$ cat config.mk
export PLATFORM = sky130hd
export DESIGN_NAME = rrts_ram
export DESIGN_NICKNAME = d
export VERILOG_FILES = /design/src/rtl/core/round_robin_thread_scheduler_assert.svh /design/src/rtl/core/rrts_ram.sv
export SDC_FILE = /design/constraint.sdc
export NUM_CORES = 1
export LEC_CHECK = 0
export ABC_AREA = 0
export BUFFER_PORTS_ARGS = -buffer_cell sky130_fd_sc_hd__buf_2
export CAP_MARGIN = 15
export CORE_MARGIN = 1
export CORE_UTILIZATION = 45
export CTS_CLUSTER_DIAMETER = 100
export DETAILED_ROUTE_END_ITERATION = 12
export GPL_ROUTABILITY_DRIVEN = 1
export GPL_TIMING_DRIVEN = 0
export PLACE_DENSITY_LB_ADDON = 0.3
export SYNTH_ARGS = -nofsm -noshare
export SYNTH_HDL_FRONTEND = slang
export SYNTH_SLANG_ARGS = --single-unit
export TNS_END_PERCENT = 100
$ cat constraint.sdc
create_clock -name clk -period 1.7 [get_ports clk]
set_input_delay 0.17 -clock clk [delete_from_list [all_inputs] [get_ports clk]]
set_output_delay 0.17 -clock clk [all_outputs]
set_load 0.005 [all_outputs]
$ cat src/rtl/core/round_robin_thread_scheduler_assert.svh
// ----------------------------------------------------------------------------
// Assertion macros for the thread scheduler
// Shared forms for the concurrent checks in the scheduler modules.
// ----------------------------------------------------------------------------
`ifndef ROUND_ROBIN_THREAD_SCHEDULER_ASSERT_SVH
`define ROUND_ROBIN_THREAD_SCHEDULER_ASSERT_SVH

// Property must hold at every clock edge out of reset
`define RRTS_ASSERT(label, prop, msg) \
    label: assert property (@(posedge clk) disable iff (!rst_n) prop) else $error(msg);

// Condition must never be true out of reset
`define RRTS_NEVER(label, cond, msg) \
    label: assert property (@(posedge clk) disable iff (!rst_n) !(cond)) else $error(msg);

`endif

$ cat src/rtl/core/rrts_ram.sv
// ----------------------------------------------------------------------------
// rrts_ram
// Generic single-write, single-read RAM with registered read data.
// ----------------------------------------------------------------------------
module rrts_ram #(
    parameter int WIDTH = 8,
    parameter int DEPTH = 16
) (
    input  logic                     clk,
    input  logic                     we,
    input  logic [$clog2(DEPTH)-1:0] waddr,
    input  logic [WIDTH-1:0]         wdata,
    input  logic [$clog2(DEPTH)-1:0] raddr,
    output logic [WIDTH-1:0]         rdata
);

    logic [WIDTH-1:0] mem [DEPTH];

    // Write port
    always_ff @(posedge clk)
    begin
        if (we)
        begin
            mem[waddr] <= wdata;
        end
    end

    // Registered read port
    always_ff @(posedge clk)
    begin
        rdata <= mem[raddr];
    end

endmodule

==> results.cfg <==
[run_status]
outcome = complete, no violations

[synth]
ys_warn_count = 0
synth_top_area_share_pct = 74.7
syn_area_per_cell_um2 = 22.5
yosysTopAreaCell = edfxtp_1
synth-seq-cells = 136
synth_area_mm2 = 0.00515
syn_inst = 229
ys_top_cells_by_area = edfxtp_1 75%, mux4_2 7.9%, mux4_1 7.1%, dfxtp_1 3.1%, a22oi_1 2.3%
synth.distinct_cells = 19
synth_nets = 247
ys_seq_area_share_pct = 77.8

[floorplanning]
rows = 38
pin_count = 26
initial_core_util_pct = 46.9
die_x_um = 109
core_mm2 = 0.0110
die_area_mm2 = 0.0119
die_h_um = 109

[sta]
period_minus_slack_ns = 1.44
setup_ws_ns = 0.256
rsz0062_at_grt = false
finalSetupViolCount = 0
maxSlewHeadroom_pct = 43.3
slew_viol_final = 0
finClkSkew_ns = 0.00802
fin_crit_sh_pct = 84.9
hold_slack_ns = 0.164
max_freq_mhz = 693
hold_violations = 0
worst_slew_pin_slew_ns = 0.847

[final_layout]
layout-area-overhead-vs-synth_pct = 17.0
n_antenna_cell = 0
utilization_pct = 54.9
nNetsFinal = 294
drive_gt1_share_pct = 29.4
final_cells = 429
design_area_mm2 = 0.00602

[drt]
dr.pass1.iters = 5
via_per_inst = 5.60
antenna_left = 0
wl_met2_mm = 4.60
routedWlPerCell_um = 22.0
drt-met1-wl_mm = 3.99
via_count = 2401
maxUsedRoutingLayer = met4
routed_wl_mm = 9.43
dr_wl_met3_um = 769
drt_iter0_drc = 195
drc_errors = 0

[setup_path]
required_ns = 1.73
worstPathMaxFanout = 8
critPathCaptureType = flip-flop
critPathBufInv = 1
crit_family = simple AND/OR/NAND/NOR gates
path_cells = buf_2 > or3b_2 > nor2_1
arrival_ns = 1.47
start_kind = input port
cp_slowest_cell = nor2_1
crit_type = input port to flip-flop
r2r_setup_slack_ns = 0.29
slowest_delay_ns = 0.64

[global_route]
grt_pass1_vias = 2368
gr-total-overflow = 0
grt_first_pass_wirelength_mm = 14.1
grt_usage_pct = 18.0
grt_max_degree = 17
grt_antenna_before_repair = 0

[clock_tree]
clk_pin_slew_ns = 0.06
cts_tree = built
numCtsBuffers = 17
clock_latency_ns = 0.40
cts_max_level = 4
cts.sinks = 136
clock_path_buffers = 2
root_buffer = clkbuf_16

[run]
cap_violations = 0

[placed_design]
dp.cells = 396
hpwl_mm = 5.97
post-place-ws_ns = -0.373
io_buffers = 24
place_congestion = 0.719
place_area_mm2 = 0.00546

[pwr]
vdd_drop_max_mv = 0.710
power_per_cell_area_mw_per_mm2 = 1240
p_leak_nw = 2.03

[min_path]
hp-class = input port to flip-flop
where the power goes:
group / switching [mW] / internal, mW
logic: 0.203 / 0.150
registers: 0.0161 / 3.75
clock network: 1.24 / 2.11
synth_stat cells, drive strengths merged:
library cell / number
a22oi: 16
and2: 1
and2b: 1
buf: 7
clkdlybuf4s25: 3
dfxtp: 8
edfxtp: 128
mux4: 32
nand2: 9
nand2b: 2
nand3: 1
nand3b: 2
nor2: 13
nor2b: 1
nor3: 4
or3b: 1
cell usage in the layout, fill, tap and decap left out, types with 4 or more instances in the layout:
| master | n |
|---|---|
| mux4_2 | 18 |
| clkbuf_16 | 17 |
| edfxtp_1 | 128 |
| mux4_1 | 14 |
| nor2_1 | 13 |
| clkinv_2 | 4 |
| dfxtp_1 | 8 |
| buf_2 | 29 |
| nand2_1 | 9 |
| a22oi_1 | 16 |
cell type report:
type	instances	area, um2
tap	140	175
clock inverter	9	73.8
buffer	10	86.3
fill	840	4960
multi-input combinational	83	1060
sequential	136	4000
clock buffer	23	478
timing repair buffer	28	145
state kept, by name (all words and copies together) (netlist names):
name	cells
rdata	8
mem	128
cell families (layout without fill, tap and decap cells):
logic type      Yosys count  after routing  share of synthesized area (%)
mux                      32             32                           15.0
compound gates           16             16                           2.33
simple gates             35             35                           3.18
buf+inv                  10             70                           1.68
flops                   136            136                           77.8
timing repair:
action / CTS / global route
endpoints found under the hold margin: 0 / 0
gates resized for setup: 0 / 1
hold buffers: 0 / 0
buffers inserted: 0 / 0
setup endpoints to repair: 0 / 4
path summary, 6_finish.rpt:
path              depth (start not counted)                   end            startpoint
setup reg to reg                          3      rdata[0]$_DFF_P_  mem[11][0]$_DFFE_PP_
hold reg to reg                           3      rdata[0]$_DFF_P_   mem[0][0]$_DFFE_PP_
hold / removal                            1  mem[15][5]$_DFFE_PP_              wdata[5]
setup / recovery                          3   mem[2][1]$_DFFE_PP_              waddr[2]
per-layer routing:
metal	up-vias	GRT usage, %
met2	98	26.4
li1	1067	-
met1	1231	26.1
met3	5	4.78
met5	-	0
met4	0	6.66
stage by stage:
stage	total power [mW]	TNS, ns
6_report	7.47	0
5_1_grt	7.70	0
4_1_cts	7.52	0
3_5_place_dp	4.19	-7.82
3_3_place_gp	4.18	-11.89
2_1_floorplan	4.03	0
(Power assumes the default switching activity.)
