<file path="src/rtl/core/round_robin_thread_scheduler_assert.svh">
// ----------------------------------------------------------------------------
// Assertion macros for the thread scheduler
// Shared forms for the concurrent checks in the scheduler modules.
// ----------------------------------------------------------------------------
`ifndef ROUND_ROBIN_THREAD_SCHEDULER_ASSERT_SVH
`define ROUND_ROBIN_THREAD_SCHEDULER_ASSERT_SVH

// Property must hold at every clock edge out of reset
`define RRTS_ASSERT(label, prop, msg) \
    label: assert property (@(posedge clk) disable iff (!rst_n) prop) else $error(msg);

// Condition must never be true out of reset
`define RRTS_NEVER(label, cond, msg) \
    label: assert property (@(posedge clk) disable iff (!rst_n) !(cond)) else $error(msg);

`endif

</file>
<file path="src/rtl/core/rrts_pkg.sv">
// ----------------------------------------------------------------------------
// rrts_pkg
// Types and constants shared by the round-robin thread scheduler.
// ----------------------------------------------------------------------------
package rrts_pkg;

    localparam int IdWidth    = 7;
    localparam int CountWidth = 32;

    typedef enum logic [2:0] {
        OP_SPAWN     = 3'd0,
        OP_TERMINATE = 3'd1,
        OP_BLOCK     = 3'd2,
        OP_RESUME    = 3'd3,
        OP_EXPIRE    = 3'd4,
        OP_LOCK      = 3'd5,
        OP_UNLOCK    = 3'd6,
        OP_READ      = 3'd7
    } op_e;

    typedef enum logic [2:0] {
        STS_OK         = 3'd0,
        STS_INVALID    = 3'd1,
        STS_NO_FREE    = 3'd2,
        STS_MAIN_BLOCK = 3'd3,
        STS_OWNER      = 3'd4,
        STS_NOT_OWNER  = 3'd5,
        STS_MAIN_TERM  = 3'd6
    } status_e;

    typedef enum logic [1:0] {
        SS_ABSENT  = 2'd0,
        SS_READY   = 2'd1,
        SS_RUNNING = 2'd2,
        SS_BLOCKED = 2'd3
    } slot_state_e;

    typedef struct packed {
        slot_state_e             st;
        logic                    waits;
        logic [CountWidth-1:0]   count;
    } slot_t;

    typedef struct packed {
        op_e                  operation;
        logic [IdWidth-1:0]   thread_id;
    } evt_t;

    typedef struct packed {
        status_e                status;
        logic [IdWidth-1:0]     result_id;
        logic [IdWidth-1:0]     running_id;
        logic [CountWidth-1:0]  thread_quantums;
        logic [CountWidth-1:0]  total_quanta;
    } res_t;

    typedef struct packed {
        logic clear;
        logic push;
        logic remove;
    } qcmd_t;

    typedef struct packed {
        logic busy;
        logic head_valid;
    } qstat_t;

    typedef enum logic [4:0] {
        ST_CLEAR, ST_IDLE, ST_RD_ACT, ST_RD_TID, ST_DECODE,
        ST_SP_RD, ST_SP_CHK, ST_TERM2, ST_TERM3, ST_TERM_WR,
        ST_BLK3, ST_EXP2, ST_LK2, ST_QWAIT, ST_DSP, ST_DSP_WR,
        ST_REL, ST_REL_RD, ST_REL_WR, ST_FIN, ST_FIN2
    } fsm_e;

    function automatic logic [CountWidth-1:0] sat_inc(input logic [CountWidth-1:0] v);
        logic [CountWidth-1:0] r;
        r = (v == '1) ? v : v + 1'b1;
        return r;
    endfunction

endpackage

</file>
<file path="src/rtl/core/rrts_cell.sv">
// ----------------------------------------------------------------------------
// rrts_cell
// One queue position: holds an id and moves it toward the head.
// ----------------------------------------------------------------------------
module rrts_cell #(
    parameter int IW = 7
) (
    input  logic            clk,
    input  logic            rst_n,
    input  rrts_pkg::qcmd_t cmd,
    input  logic            init_valid,
    input  logic [IW-1:0]   push_id,
    input  logic [IW-1:0]   remove_id,
    input  logic            prev_valid,
    input  logic            next_valid,
    input  logic [IW-1:0]   next_id,
    output logic            valid,
    output logic [IW-1:0]   id
);

    logic          valid_reg, valid_next;
    logic [IW-1:0] id_reg, id_next;

    // Clear to the initial state, drop on match, take a push at the tail, shift toward a hole
    always_comb
    begin
        valid_next = valid_reg;
        id_next    = id_reg;
        priority if (cmd.clear)
        begin
            valid_next = init_valid;
            id_next    = '0;
        end
        else if (cmd.remove && valid_reg && id_reg == remove_id)
        begin
            valid_next = 1'b0;
        end
        else if (cmd.push && !valid_reg && prev_valid)
        begin
            valid_next = 1'b1;
            id_next    = push_id;
        end
        else if (!valid_reg && next_valid)
        begin
            valid_next = 1'b1;
            id_next    = next_id;
        end
        else if (valid_reg && !prev_valid)
        begin
            valid_next = 1'b0;
        end
    end

    always_ff @(posedge clk or negedge rst_n)
    begin
        if (!rst_n)
        begin
            valid_reg <= init_valid;
        end
        else
        begin
            valid_reg <= valid_next;
        end
    end

    always_ff @(posedge clk)
    begin
        id_reg <= id_next;
    end

    assign valid = valid_reg;
    assign id    = id_reg;

endmodule

</file>
<file path="src/rtl/core/rrts_queue.sv">
// ----------------------------------------------------------------------------
// rrts_queue
// FIFO of thread ids built as a chain of cells with removal from anywhere.
// ----------------------------------------------------------------------------
`include "round_robin_thread_scheduler_assert.svh"

module rrts_queue #(
    parameter int   DEPTH     = 128,
    parameter int   IW        = 7,
    parameter logic INIT_HEAD = 1'b0
) (
    input  logic             clk,
    input  logic             rst_n,
    input  rrts_pkg::qcmd_t  cmd,
    input  logic [IW-1:0]    id,
    output rrts_pkg::qstat_t stat,
    output logic [IW-1:0]    head_id
);

    localparam int BW = $clog2(DEPTH + 1);

    logic [DEPTH-1:0] v;
    logic [IW-1:0]    ids [DEPTH];
    logic [DEPTH-1:0] acc;
    logic [BW-1:0]    busy_reg, busy_next;

    // Row of cells
    for (genvar i = 0; i < DEPTH; i++)
    begin : g_cell
        logic          pv;
        logic          nv;
        logic [IW-1:0] nid;
        if (i == 0)
        begin : g_first
            assign pv = 1'b1;
        end
        else
        begin : g_rest
            assign pv = v[i-1];
        end
        if (i == DEPTH - 1)
        begin : g_last
            assign nv  = 1'b0;
            assign nid = '0;
        end
        else
        begin : g_mid
            assign nv  = v[i+1];
            assign nid = ids[i+1];
        end
        assign acc[i] = cmd.push && !v[i] && pv;
        rrts_cell #(.IW(IW)) u_cell (
            .clk       (clk),
            .rst_n     (rst_n),
            .cmd       (cmd),
            .init_valid((i == 0) ? INIT_HEAD : 1'b0),
            .push_id   (id),
            .remove_id (id),
            .prev_valid(pv),
            .next_valid(nv),
            .next_id   (nid),
            .valid     (v[i]),
            .id        (ids[i])
        );
    end

    // Hold busy while a hole travels to the tail
    always_comb
    begin
        busy_next = busy_reg;
        priority if (cmd.clear)
        begin
            busy_next = '0;
        end
        else if (cmd.remove)
        begin
            busy_next = BW'(DEPTH);
        end
        else if (busy_reg != '0)
        begin
            busy_next = busy_reg - 1'b1;
        end
    end

    always_ff @(posedge clk or negedge rst_n)
    begin
        if (!rst_n)
        begin
            busy_reg <= '0;
        end
        else
        begin
            busy_reg <= busy_next;
        end
    end

    assign stat.busy       = (busy_reg != '0);
    assign stat.head_valid = v[0];
    assign head_id         = ids[0];

    `RRTS_ASSERT(a_push_idle, cmd.push |-> busy_reg == '0, "push while compacting")
    `RRTS_ASSERT(a_push_one, $onehot0(acc), "push taken by more than one cell")
    `RRTS_NEVER(a_push_remove, cmd.push && cmd.remove, "push and remove together")

endmodule

</file>
<file path="config.mk">
export PLATFORM = sky130hd
export DESIGN_NAME = rrts_queue
export DESIGN_NICKNAME = d
export VERILOG_FILES = /design/src/rtl/core/rrts_pkg.sv /design/src/rtl/core/rrts_cell.sv /design/src/rtl/core/rrts_queue.sv
export VERILOG_INCLUDE_DIRS = /design/src /design/src/rtl/core
export SDC_FILE = /design/constraint.sdc
export NUM_CORES = 2
export LEC_CHECK = 0
export BUFFER_PORTS_ARGS = -buffer_cell sky130_fd_sc_hd__buf_2
export CELL_PAD_IN_SITES_DETAIL_PLACEMENT = 1
export CELL_PAD_IN_SITES_GLOBAL_PLACEMENT = 1
export CORE_MARGIN = 8
export CORE_UTILIZATION = 51
export DETAILED_ROUTE_END_ITERATION = 10
export PLACE_DENSITY_LB_ADDON = 0.1
export SYNTH_ARGS = -nofsm -noshare
export SYNTH_HDL_FRONTEND = slang
export SYNTH_SLANG_ARGS = --single-unit
</file>
<file path="constraint.sdc">
create_clock -name clk -period 1.89 [get_ports clk]
set_input_delay 0.567 -clock clk [delete_from_list [all_inputs] [get_ports clk]]
set_output_delay 0.567 -clock clk [all_outputs]
set_load 0.05 [all_outputs]
</file>
==> metrics.yaml <==
status: "finished, violations left"
violations: "setup timing"
antenna_found_initial: 0
worst_clock_skew_ps: 29.5
drc: 0
setup_viol: 1
stdcell_count: 8115
clkTransAtPathRegs_ps: 60
clockPowerShare_pct: 48.6
synthTopCellsByCount: "a211oi_1, nor2_1, mux2i_1, dfxtp_1, xnor2_1"
whs_ps: 274
rows: 126
die_w_um: 360
reg2reg_depth: 8
grt_pass1_wl_um: 276000
dp_hpwl_um: 113000
layout-drive-gt1-share_pct: 14.0
synth_top_area_cell: "dfxtp_1"
ant_nets: 0
synth-main-ff-cell: "dfxtp_1"
hold_viol_final: 0
endpoint_kind: "output pin"
grt_max_degree: 98
internal_power_mw: 38.9
drt_iter0_markers: 2220
synth.top_cell.area_share_pct: 29.7
io_pins: 21
async_flop_share_pct: 13.2
grt_pass1_vias: 50782
clockRootBuffer: "clkbuf_16"
cts_tree: "done"
wl_per_cell_um: 20.5
path_max_fanout: 2
combPwrFrac_pct: 8.7
grtUsageTotal_pct: 24.9
largest_reg_flops: 896
synth.distinct_cells: 35
fmax_mhz: 414
syn_nets: 6561
swShare_pct: 24.5
powerDensity_nw_per_um2: 756
worst_hold_path.num_cells: 3
cp-start-kind: "register"
p_sw_mw: 12.6
min_period_ps: 2420
min_path_type: "in -> reg"
htree_levels: 3
synth_edf_count: 0
crit_type: "reg -> out"
yosysMostFrequentCell: "a211oi_1"
yosys_warnings: 0
drt-vias-per-instance: 5.88
initial_utilization_pct: 51.3
syn_to_final_growth_pct: 13.0
peakVddDrop_uv: 798
diodes: 0
worst_slack_ps: -525
numCtsBuffers: 120
fill_cells: 13001
seq_power_share_pct: 42.7
slew_headroom_pct: 58.5
cts.sinks: 1032
final_nets: 6486
drv_slew: 0
worst_slew_pin_slew_ps: 622
yosys_register_bits: 1032
syn-cell-area_um2: 60400
timing.max_cap.violations: 0
synth_area_leaders: "dfxtp_1, mux2i_1, a211oi_1"
worstPathRequired_ps: 1320
clock_latency_ps: 740
power_mw: 51.6
grt.overflow.total: 0
ys_seq_area_share_pct: 35.3
period_share_pct: 128
port_buffers: 20
clockBufferDepth: 3
finish.instance_area_um2: 68200
wirelength_um: 167000
placed_area_um2: 63800
vias: 47717
p_leak_nw: 27.4
dp.cells: 7876
die_y_um: 360
coreArea_um2: 118000
die_area_um2: 130000
synth_area_per_cell_um2: 9.23
place_congestion: 0.786
postSynthCellCount: 6547
rsz0062_at_grt: "yes"
first_pass_iters: 7
critPathArrivalTime_ps: 1850
==> power groups by stage <==
stage / logic [mW] / registers [mW] / clock network, mW
4_1_cts: 4.46 / 22.0 / 25.6
3_3_place_gp: 4.20 / 22.4 / 0
3_5_place_dp: 4.28 / 22.4 / 0
5_1_grt: 4.78 / 22.0 / 26.4
2_1_floorplan: 2.57 / 22.5 / 0
6_report: 4.48 / 22.0 / 25.1
==> final cells by class <==
class / instances / area [µm²] / area share [%]
flip-flops and latches: 1032 / 21400 / 31.3
clock buffers: 181 / 3660 / 5.36
multi-input cells: 4755 / 34700 / 50.8
repair buffers: 556 / 5970 / 8.74
well taps: 1536 / 1920 / 2.82
clock inverters: 48 / 613 / 0.898
inverters: 7 / 26.3 / 0.0385
==> worst max-delay path: stages (launching register included) <==
cell and delay, ps:
dfrtp_1 390, inv_2 90, ha_4 130, nor4b_4 220, nand2_2 110, buf_8 170
==> per-stage QoR <==
step	TNS, ps	setup WS (ps)	util, %
after global routing	-662	-616	57.9
after CTS	-625	-580	57.9
final	-525	-525	57.9
after detailed placement	-6020	-139	54.2
after floorplan	0	51.0	-
after global placement	-1930	-137	54.2
==> path summary, 6_finish.rpt <==
| check | start | endpoint | slack, ps |
|---|---|---|---|
| max | busy_reg[0] | stat[1] | -530 |
| min | id[4] | g_cell[21].u_cell.id[4] | 270 |
| max reg2reg | busy_reg[0] | busy_reg[1] | 200 |
| min reg2reg | g_cell[53].u_cell.id[6] | g_cell[53].u_cell.id[6] | 520 |
| max in group asynchronous | rst_n | g_cell[43].u_cell.valid | 880 |
| min in group asynchronous | rst_n | g_cell[26].u_cell.valid | 350 |
==> metal layers <==
| metal | GRT usage [%] | up-vias | wire (µm) |
|---|---|---|---|
| li1 | - | 23135 | - |
| met1 | 33.1 | 23812 | 78300 |
| met2 | 43.1 | 511 | 80600 |
| met3 | 2.88 | 259 | 3990 |
| met4 | 6.14 | 0 | 3690 |
| met5 | 0 | - | 0 |
==> cell usage in the layout (no fill, tap or decap), drive strengths merged, types with 130 or more instances in the layout <==
master	n
nor2	1035
a211oi	1012
mux2i	899
dfxtp	896
xnor2	649
buf	554
xor2	248
clkbuf	182
dfrtp	136
a21oi	134
nand4	130
==> repair_timing <==
item / in CTS / in global routing
hold endpoints to repair: 18 / 0
setup buffers: 6 / 3
pin swaps: 1 / 1
resized for setup: 38 / 0
endpoints found under the setup margin: 9 / 3
cloned: 0 / 0
hold buffers: 1 / 0
==> logic make-up after synthesis <==
group | count (synthesis) | synth area share, %
compound gates | 1273 | 14.9
xor+xnor | 897 | 13.0
fa+ha+maj | 2 | 0.0414
buf+inv | 760 | 7.28
flops | 1032 | 35.3
mux | 899 | 14.9
simple gates | 1684 | 14.5
Power figures use the tool's default switching activity.
